### src/rtl/core/sssp_pkg.sv
// Shared constants and types for the shortest path core.
`timescale 1ns / 1ps
package sssp_pkg;
   localparam int NODE_COUNT = 32;
   localparam int EDGE_COUNT = 64;
   localparam int NODE_W     = 5;
   localparam int EIDX_W     = $clog2(EDGE_COUNT);
   localparam int ECNT_W     = $clog2(EDGE_COUNT + 1);
   localparam int WEIGHT_W   = 16;
   localparam int DIST_W     = 21;
   localparam int EDGE_W     = 2 * NODE_W + WEIGHT_W;
   localparam logic [DIST_W-1:0] DIST_MAX = '1;

   localparam logic OP_ADD   = 1'b0;
   localparam logic OP_QUERY = 1'b1;

   typedef struct packed {
      logic                op;
      logic [NODE_W-1:0]   node_a;
      logic [NODE_W-1:0]   node_b;
      logic [WEIGHT_W-1:0] weight;
      logic [NODE_W-1:0]   source;
   } req_type;

   typedef struct packed {
      logic [NODE_W-1:0] node;
      logic [DIST_W-1:0] distance;
      logic              reachable;
      logic              last;
   } rsp_type;

   typedef enum logic [2:0] {
      ST_IDLE,
      ST_PICK,
      ST_EREAD,
      ST_RELAX,
      ST_EMIT
   } state_type;
endpackage

### src/rtl/core/sssp_req_if.sv
// Valid/ready channel interfaces for requests and responses.
`timescale 1ns / 1ps
interface sssp_req_if;
   import sssp_pkg::*;
   logic    valid;
   logic    ready;
   req_type data;
   modport source (output valid, output data, input ready);
   modport sink (input valid, input data, output ready);
endinterface

interface sssp_rsp_if;
   import sssp_pkg::*;
   logic    valid;
   logic    ready;
   rsp_type data;
   modport source (output valid, output data, input ready);
   modport sink (input valid, input data, output ready);
endinterface

### src/rtl/core/single_source_shortest_path_core.sv
// Dijkstra single-source shortest path core: edge RAM, per-node distance registers.
// Edge beats: accepted every cycle while idle and no response is pending, no results.
// Query: per reached node a pick scan over all nodes, an edge read state and a relax pass
//   over every stored edge (one edge per cycle from the RAM), then one last empty pick scan.
// Emit: one step per node index, each held while a beat waits on rsp.ready.
// Reset (synchronous) clears the edge count, present, settled and reached bits, the response valid and the FSM.
`timescale 1ns / 1ps
module single_source_shortest_path_core (
   input  logic clock,
   input  logic reset,
   sssp_req_if.sink   req,
   sssp_rsp_if.source rsp
);
   import sssp_pkg::*;

   state_type state_ff, state_in;

   logic [ECNT_W-1:0]     etotal_ff;
   logic [NODE_COUNT-1:0] present_ff, settled_ff, reached_ff;
   logic [DIST_W-1:0]     dist_ff [NODE_COUNT];
   logic [NODE_W-1:0]     src_ff, scan_ff, pick_ff;
   logic                  found_ff, src_ok_ff;
   logic [DIST_W-1:0]     pdist_ff;
   logic [ECNT_W-1:0]     eidx_ff;
   logic                  rsp_valid_ff, rsp_valid_in;
   rsp_type               rsp_ff, rsp_in;

   logic                  accept, wr_en, edge_ok;
   logic [EDGE_W-1:0]     rd_data;
   logic [EIDX_W-1:0]     rd_addr;
   logic [NODE_W-1:0]     ea, eb, to;
   logic [WEIGHT_W-1:0]   ew;
   logic [DIST_W:0]       cand_sum;
   logic [DIST_W-1:0]     cand;
   logic                  do_relax, report, emit_go;

   assign accept  = req.valid && req.ready;
   assign edge_ok = etotal_ff < ECNT_W'(EDGE_COUNT);
   assign wr_en   = accept && req.data.op == OP_ADD && edge_ok;
   assign rd_addr = eidx_ff[EIDX_W-1:0];

   sssp_ram #(.WIDTH(EDGE_W), .DEPTH(EDGE_COUNT)) u_edges (
      .clock   (clock),
      .wr_en   (wr_en),
      .wr_addr (etotal_ff[EIDX_W-1:0]),
      .wr_data ({req.data.node_a, req.data.node_b, req.data.weight}),
      .rd_addr (rd_addr),
      .rd_data (rd_data)
   );

   assign {ea, eb, ew} = rd_data;
   assign to       = (ea == pick_ff) ? eb : ea;
   assign cand_sum = {1'b0, pdist_ff} + (DIST_W + 1)'(ew);
   assign cand     = cand_sum[DIST_W] ? DIST_MAX : cand_sum[DIST_W-1:0];
   // both ends equal to pick (self loop) resolves to pick, which is settled
   assign do_relax = (ea == pick_ff || eb == pick_ff) && !settled_ff[to] &&
                     (!reached_ff[to] || cand < dist_ff[to]);
   assign report   = present_ff[scan_ff] || (src_ok_ff && scan_ff == src_ff);
   assign emit_go  = !rsp_valid_ff || rsp.ready;
   assign req.ready = (state_ff == ST_IDLE) && !rsp_valid_ff;
   assign rsp.valid = rsp_valid_ff;
   assign rsp.data  = rsp_ff;

   always_comb begin
      state_in = state_ff;
      case (state_ff)
         ST_IDLE:  if (accept && req.data.op == OP_QUERY) state_in = ST_PICK;
         ST_PICK: begin
            if (scan_ff == NODE_W'(NODE_COUNT - 1))
               state_in = (found_ff || (reached_ff[scan_ff] && !settled_ff[scan_ff]))
                          ? ST_EREAD : ST_EMIT;
         end
         ST_EREAD: state_in = (etotal_ff == '0) ? ST_PICK : ST_RELAX;
         // eidx runs one ahead of the edge on rd_data
         ST_RELAX: if (eidx_ff == etotal_ff) state_in = ST_PICK;
         ST_EMIT:  if (emit_go && scan_ff == NODE_W'(NODE_COUNT - 1)) state_in = ST_IDLE;
         default:  state_in = ST_IDLE;
      endcase
   end

   always_comb begin
      rsp_valid_in = rsp_valid_ff && !rsp.ready;
      if (state_ff == ST_EMIT && emit_go) rsp_valid_in = report;
   end

   always_comb begin
      rsp_in.node      = scan_ff;
      rsp_in.distance  = reached_ff[scan_ff] ? dist_ff[scan_ff] : '0;
      rsp_in.reachable = reached_ff[scan_ff];
      rsp_in.last      = (scan_ff == NODE_W'(NODE_COUNT - 1)) ||
                         ((present_ff >> (scan_ff + 1'b1)) == '0 &&
                          !(src_ff > scan_ff));
   end

   always_ff @(posedge clock) begin
      if (reset) begin
         state_ff     <= ST_IDLE;
         etotal_ff    <= '0;
         present_ff   <= '0;
         settled_ff   <= '0;
         reached_ff   <= '0;
         rsp_valid_ff <= 1'b0;
      end else begin
         state_ff     <= state_in;
         rsp_valid_ff <= rsp_valid_in;
         case (state_ff)
            ST_IDLE: begin
               scan_ff  <= '0;
               found_ff <= 1'b0;
               if (wr_en) begin
                  etotal_ff  <= etotal_ff + 1'b1;
                  present_ff <= present_ff | (NODE_COUNT'(1) << req.data.node_a) |
                                (NODE_COUNT'(1) << req.data.node_b);
               end
               if (accept && req.data.op == OP_QUERY) begin
                  src_ff     <= req.data.source;
                  src_ok_ff  <= 1'b1;
                  settled_ff <= '0;
                  reached_ff <= NODE_COUNT'(1) << req.data.source;
                  dist_ff[req.data.source] <= '0;
               end
            end
            ST_PICK: begin
               if (reached_ff[scan_ff] && !settled_ff[scan_ff] &&
                   (!found_ff || dist_ff[scan_ff] < pdist_ff)) begin
                  pick_ff  <= scan_ff;
                  pdist_ff <= dist_ff[scan_ff];
                  found_ff <= 1'b1;
               end
               scan_ff <= scan_ff + 1'b1;
               eidx_ff <= '0;
            end
            ST_EREAD: begin
               settled_ff[pick_ff] <= 1'b1;
               found_ff <= 1'b0;
               scan_ff  <= '0;
               eidx_ff  <= eidx_ff + 1'b1;
            end
            ST_RELAX: begin
               if (do_relax) begin
                  dist_ff[to]    <= cand;
                  reached_ff[to] <= 1'b1;
               end
               eidx_ff <= eidx_ff + 1'b1;
            end
            ST_EMIT: begin
               if (emit_go) begin
                  scan_ff <= scan_ff + 1'b1;
                  if (report) rsp_ff <= rsp_in;
               end
            end
            default: ;
         endcase
      end
   end

   assert property (@(posedge clock) disable iff (reset)
      rsp_valid_ff && !rsp.ready |=> rsp_valid_ff && $stable(rsp_ff))
      else $error("response dropped while stalled");
   assert property (@(posedge clock) disable iff (reset)
      state_ff == ST_RELAX && do_relax |=> reached_ff[$past(to)])
      else $error("relaxed node not marked reached");
   assert property (@(posedge clock) disable iff (reset)
      etotal_ff <= ECNT_W'(EDGE_COUNT))
      else $error("edge count overflow");
   assert property (@(posedge clock) disable iff (reset)
      state_ff != ST_IDLE |-> !req.ready)
      else $error("request taken during query");
endmodule

### src/rtl/core/sssp_ram.sv
// Generic single-port write, single-port read RAM with registered read.
`timescale 1ns / 1ps
module sssp_ram #(
   parameter int WIDTH = 8,
   parameter int DEPTH = 16
) (
   input  logic                     clock,
   input  logic                     wr_en,
   input  logic [$clog2(DEPTH)-1:0] wr_addr,
   input  logic [WIDTH-1:0]         wr_data,
   input  logic [$clog2(DEPTH)-1:0] rd_addr,
   output logic [WIDTH-1:0]         rd_data
);
   logic [WIDTH-1:0] mem [DEPTH];
   always_ff @(posedge clock) begin
      if (wr_en) mem[wr_addr] <= wr_data;
      rd_data <= mem[rd_addr];
   end
endmodule

### src/flat_wrapper.sv
// flat-port wrapper written by rule: the top's interface ports become plain ports
module single_source_shortest_path_core_flat import sssp_pkg::*;
  (clock, reset, req_valid, req_data, req_ready, rsp_valid, rsp_data, rsp_ready);
  sssp_req_if req_i ();
  sssp_rsp_if rsp_i ();
  input  logic clock;
  input  logic reset;
  input wire logic [$bits(req_i.valid)-1:0] req_valid;
  input wire logic [$bits(req_i.data)-1:0] req_data;
  output wire logic [$bits(req_i.ready)-1:0] req_ready;
  output wire logic [$bits(rsp_i.valid)-1:0] rsp_valid;
  output wire logic [$bits(rsp_i.data)-1:0] rsp_data;
  input wire logic [$bits(rsp_i.ready)-1:0] rsp_ready;
  assign req_i.valid = req_valid;
  assign req_i.data = req_data;
  assign req_ready = req_i.ready;
  assign rsp_valid = rsp_i.valid;
  assign rsp_data = rsp_i.data;
  assign rsp_i.ready = rsp_ready;
  single_source_shortest_path_core u_core (.clock(clock), .reset(reset), .req(req_i), .rsp(rsp_i));
endmodule
### config.mk
export PLATFORM = sky130hd
export DESIGN_NAME = single_source_shortest_path_core_flat
export DESIGN_NICKNAME = d
export VERILOG_FILES = /design/src/rtl/core/sssp_pkg.sv /design/src/rtl/core/sssp_req_if.sv /design/src/rtl/core/single_source_shortest_path_core.sv /design/src/rtl/core/sssp_ram.sv /design/src/flat_wrapper.sv
export SDC_FILE = /design/constraint.sdc
export NUM_CORES = 2
export LEC_CHECK = 0
export ABC_AREA = 1
export BUFFER_PORTS_ARGS = -buffer_cell sky130_fd_sc_hd__buf_4
export CELL_PAD_IN_SITES_DETAIL_PLACEMENT = 1
export CELL_PAD_IN_SITES_GLOBAL_PLACEMENT = 2
export CORE_ASPECT_RATIO = 1.2
export CORE_MARGIN = 3
export CORE_UTILIZATION = 45
export CTS_CLUSTER_SIZE = 10
export DETAILED_ROUTE_END_ITERATION = 10
export PLACE_DENSITY = 0.91
export SLEW_MARGIN = 20
export SYNTH_ARGS = -nofsm -noshare
export SYNTH_HDL_FRONTEND = slang
export SYNTH_SLANG_ARGS = --single-unit
export TNS_END_PERCENT = 30
### constraint.sdc
create_clock -name clock -period 12.32 [get_ports clock]
set_input_delay 2.464 -clock clock [delete_from_list [all_inputs] [get_ports clock]]
set_output_delay 2.464 -clock clock [all_outputs]
set_load 0.02 [all_outputs]
# Word-level counts from Yosys, hierarchy flattened
# Memory sizes are Yosys's and may differ from the RTL's. A register that Yosys moved wholly into a read port is not among the register bits.
# Index checks and enable logic that the tools add are counted.
# word_totals
ram_bits,2336
in_bits,36
output_inout_bits,30
mem_count,2
wordCells,155
register_bits,179
# classes
magnitude_cmp,9
n_bitwise,6
addsub,4
eq_ne,16
muxes,48
reduce_logical,50
shifts,4
# memory_table
memory,depth,word_bits,rd,rd_ports_with_merged_regs,write_ports,line,source
u_core.u_edges.mem,64,26,1,1,1,sssp_ram.sv:14,logic [WIDTH-1:0] mem [DEPTH];
u_core.dist_ff,32,21,2,1,1,single_source_shortest_path_core.sv:20,logic [DIST_W-1:0] dist_ff [NODE_COUNT];
# op_table
op,n
32-bit OR,4
32-bit case mux with 2 select lines,2
32-bit two-way mux,3
"1-bit by 5-bit << shifter with 32-bit output, first input constant",3
21-bit less-than comparator,2
21-bit two-way mux,2
32-bit logical NOT,1
32-bit by 5-bit right shift with 32-bit output,1
1-bit binary-select mux with 5-bit select,5
21-bit by 16-bit adder with 22-bit output,1
21-bit OR reduction,1
1-bit two-way mux,20
5-bit two-way mux,4
"5-bit by 6-bit less-than comparator with 1-bit output, second input constant",3
5-bit equality test,3
1-bit logical AND,15
3-bit two-way mux,5
3-bit case mux with 5 select lines,1
5-bit case mux with 3 select lines,1
3-bit AND reduction,5
"7-bit by 1-bit adder with 7-bit output, second input constant",2
7-bit case mux with 2 select lines,1
"2-bit by 1-bit inequality test with 1-bit output, second input constant",6
1-bit demux with 5-bit select,2
22 further kinds,44

# Longest topological paths before layout
# depth
word_depth,13
depth_mapped,32
mapped_depth_nobuf,29

# Cells and area by module
# Synthesis repeated with hierarchy kept, for this count alone.
# unflattened
hier_cells,10133
area_unflattened_um2,110943.9
# by_module_without_submodules
module,area_each_um2,n_inst,seq_area_each_um2,cells_each
sssp_ram,67963.9,1,50488.4,5657
single_source_shortest_path_core,42980.0,1,24583.6,4476

# Least setup slack after synthesis
# No wires, ideal clock.
# synth_path
kind,reg2reg
from,register u_core.pick_ff[4]
to,"memory u_core.dist_ff[10][0], enable pin"
synth_period_minus_slack_ps,5621
t_required_ps,11921
n_path_buf,6
t_arrival_ps,5222
setup_time_ps,399
setup_slack_ps,6699
stages_incl_launch_ff,28
path_cell_list,edfxtp_1 buf_2 xnor2_1 nand3_4 o21ai_4 buf_6 nand2_4 inv_1 clkbuf_1 clkbuf_1 buf_1 a22oi_1 a21oi_1 nor4_1 and2_1 ha_1 a21oi_1 nor2_1 a211oi_1 o221ai_1 a21oi_1 nand2_1 nand2_2 buf_4 nand4_1 nand2_1 nand3_2 nor2_1
# synth_between
elab_chain_cells,13
elab_cells_between_ends,22
classes_between,order compare: 1; eq/ne: 2; mux: 11; reduce/logical: 7; memory: 1
# synth_rtl
element,line,source
from (decl),single_source_shortest_path_core.sv:21,"logic [NODE_W-1:0] src_ff, scan_ff, pick_ff;"
from (signal assigned),single_source_shortest_path_core.sv:126,pick_ff <= scan_ff;
"parallel branches: the longest is 13 deep, another holds memory read 32 x 21 bit",--,
to (decl),single_source_shortest_path_core.sv:20,
# Parallel ways; which one is timed is not known. The select of a mux whose other input is x is not followed.

# Worst setup path after layout
# layout_path
from,register u_core.pick_ff[4]
to,"memory u_core.dist_ff[18][16], enable pin"
# The elaborated chain is that of the path after synthesis.

==> results.yml <==
power:
  powerDensity_nw_per_um2: 218.0
  peakVddDrop_uv: 211.3
  total_power_w: 0.02643
  power_leakage_nw: 38.63
clock_network:
  cts.repair.resized: 0
  ctsHoldBuffers: 0
  worstSkewPairLatency_ns: 0.97
  cts_buffer_depth: 4
  postCtsSetupBuffers: 0
  cts-root-buf: "clkbuf_16"
  htreeDepth: 5
  cts_tree: "yes"
  clock-sinks: 2546
  cts_buffers: 310
  clk_pin_slew_worst_paths_ns: 0.06
critical_path:
  cp-start-kind: "flop"
  arrival_ns: 9.91
  path_class: "reg2reg"
  cp_max_fo: 43
  worst_ep_required_time_ns: 12.86
  cp-end-kind: "flop"
synthesis:
  syn_inst: 8883
  synth.net_count: 8986
  synth_top_area_share_pct: 66.74
  synth-seq-cells: 2546
  synth_area_leaders: "edfxtp_1 67%, nor2_1 5.1%, o21ai_0 4.3%"
  yosys_warnings: 0
  yosysUniqueCellTypes: 62
  synth_ff_type: "edfxtp_1"
  mappedNetlistArea_sq_um: 108300
  syn_avg_cell_area_sq_um: 12.20
  seq_area_frac_synth_pct: 69.29
  async_flop_share_pct: 0
  yosys.area.top_type: "edfxtp_1"
  synth_edf_count: 2408
timing:
  postLayoutSetupSlackWorst_ns: 2.948
  drv_slew: 0
  post-route-min-period_ns: 9.372
  fin_setup_tns_ns: 0
  setup_viol: 0
  fin_crit_sh_pct: 76.07
  relSlewSlack_pct: 17.03
  skew_ns: 0.1030
  final-hold-violation-count: 0
  fmax_mhz: 106.7
  worst_pin_slew_ns: 1.242
  rsz0062_at_grt: "no"
floorplan:
  core-area_sq_um: 238600
  rows: 196
  die_area_sq_um: 246700
  dieWidth_um: 453.9
  start_util_pct: 45.41
  io-pin-count: 66
  dieHeight_um: 543.5
global_route:
  grt-ovfl-total: 0
  grt_pass1_wl_um: 553500
  antenna_found_initial: 19
  grt_use_total_pct: 30.21
  first_global_vias: 83578
  grt_max_degree: 201
detailed_routing:
  postRouteAntennaNets: 0
  avgRoutedWirePerCell_um: 31.66
  vias: 79998
  drt_iter0_drc: 10136
  first_pass_iters: 6
  wirelength_um: 382500
  drcViolationCount: 0
  routed_via_density: 6.621
place:
  io_buffers: 65
  dp_hpwl_um: 219300
  gp_congestion: 0.8797
  pre_cts_ws_ns: 3.167
cells_and_area:
  nNetsFinal: 8913
  area_growth_pct: 11.91
  fillers: 24072
  drive_gt1_share_pct: 8.880
outcome:
  status: "finished, final reports clean"
min_path:
  min_path_type: "reg2reg"
job:
  cap_violations: 0
## cell families after synthesis
family                   Yosys count  synth area share [%]
XOR/XNOR                          22                0.1778
multiplexers                     169                 1.561
adder cells (fa/ha/maj)           67                0.7807
flip-flops                      2546                 69.29
AND/OR/NAND/NOR                 2583                 9.712
buffers and inverters            949                 3.405
AO/OA/AOI/OAI                   2547                 15.07
## routing by layer
layer | part of all wire, % | routed length, um | global-route usage [%]
met1 | 35 | 135200 | 35.56
met2 | 50 | 190400 | 51.22
met3 | 8.7 | 33090 | 5.949
met4 | 6.2 | 23670 | 18.04
met5 | 0.040 | 152 | 0
## cells in the final DEF, fill, tap and decap left out, types with 13 or more instances in the layout
master	n
ha_1	66
a32o_1	27
nor2_2	55
nor4_1	43
nand4_1	23
buf_4	247
o22ai_1	99
inv_1	275
dfxtp_1	135
a31oi_1	47
nand3_1	255
and2_1	15
o32ai_1	249
o21ai_0	928
nor2_1	1378
a221o_1	21
mux2i_1	169
o221ai_1	286
a21oi_1	436
nand2_1	674
clkbuf_16	317
a22oi_1	326
buf_12	13
nor2_4	51
clkbuf_1	74
nor3_1	41
edfxtp_1	2408
o211ai_1	53
## per-stage QoR
step                utilization [%]  std cells  hold WS (ns)  cell area [sq um]
detailed placement            47.18      11660        0.4656             112600
finish                        50.81      12083        0.4690             121200
floorplan                         -       8883        0.4454             108300
global placement              47.10      11654        0.4578             112400
CTS                           50.71      12070        0.4739             121000
global route                  50.81      12078        0.5035             121200
## report_power, final
group          internal (W)  total (W)  leakage (nW)  switching [W]
Clock               0.00466    0.00804          4.09        0.00339
Combinational       0.00237    0.00857          13.1        0.00620
Sequential          0.00966    0.00982          21.4       0.000162
Total                0.0167     0.0264          38.6        0.00975
## registers in the layout, indices dropped and copies added (netlist names), named ones only
register / cells
u_core.etotal_ff: 7
u_core.rsp.valid: 1
u_core.reached_ff: 32
u_core.pick_ff: 5
u_core.u_edges.mem: 1664
u_core.found_ff: 1
u_core.rsp.data: 28
u_core.scan_ff: 5
u_core.state_ff: 3
u_core.present_ff: 32
u_core.settled_ff: 32
u_core.pdist_ff: 21
u_core.u_edges.rd_data: 26
u_core.src_ff: 5
u_core.dist_ff: 672
u_core.eidx_ff: 7
## worst paths after layout
path	startpoint	to	slack [ns]	cells after the start
min reg2reg	u_core.present_ff[25]$_SDFFE_PP0P_	u_core.present_ff[25]$_SDFFE_PP0P_	0.47	2
max reg2reg	u_core.pick_ff[4]$_DFFE_PP_	u_core.dist_ff[18][16]$_DFFE_PP_	2.95	23
max	u_core.pick_ff[4]$_DFFE_PP_	u_core.dist_ff[18][16]$_DFFE_PP_	2.95	23
min	u_core.present_ff[25]$_SDFFE_PP0P_	u_core.present_ff[25]$_SDFFE_PP0P_	0.47	2
## worst max-delay path: stages (launching register included)
cell      delay (ns)
edfxtp_1        0.51
xnor2_1         0.40
nand3_4         0.27
nand2_1         0.20
nand2_1         0.50
nand2_4         0.69
inv_4           0.27
buf_4           0.40
a22oi_1         0.23
a21oi_1         0.09
nor4_1          0.42
nor4b_1         0.62
ha_1            0.35
nand2_1         0.09
nor2_1          0.06
a211oi_1        0.20
o221ai_1        0.20
a21oi_1         0.20
nand2_1         0.24
nand2_2         0.30
nand3_4         0.64
o21ai_2         0.47
nand3_2         0.47
nor2_4          1.07
## cell usage after synthesis, types with 21 or more instances
cell      count
nor3_1       44
nand2_1     675
a22oi_1     326
nor4_1       43
nand4_1      23
a31oi_1      55
clkbuf_1    538
inv_1       280
a21oi_1     443
o211ai_1     53
o221ai_1    286
mux2i_1     169
o21ai_0     933
nor2_1     1477
buf_1        82
o22ai_1      99
ha_1         66
a221o_1      21
edfxtp_1   2408
dfxtp_1     138
o32ai_1     249
nand3_1     255
a32o_1       27
## layout make-up
class | count | area (sq um) | share of cell area, %
Timing Repair Buffer | 269 | 2362 | 1.948
Antenna cell | 7 | 17.52 | 0.01445
Inverter | 295 | 1132 | 0.9339
Tap cell | 3168 | 3964 | 3.269
Clock buffer | 396 | 8279 | 6.828
Sequential cell | 2546 | 75080 | 61.93
Clock inverter | 14 | 142.6 | 0.1176
Multi-Input combinational cell | 5388 | 30260 | 24.96
Note: power is estimated with default switching activity, not from simulation.
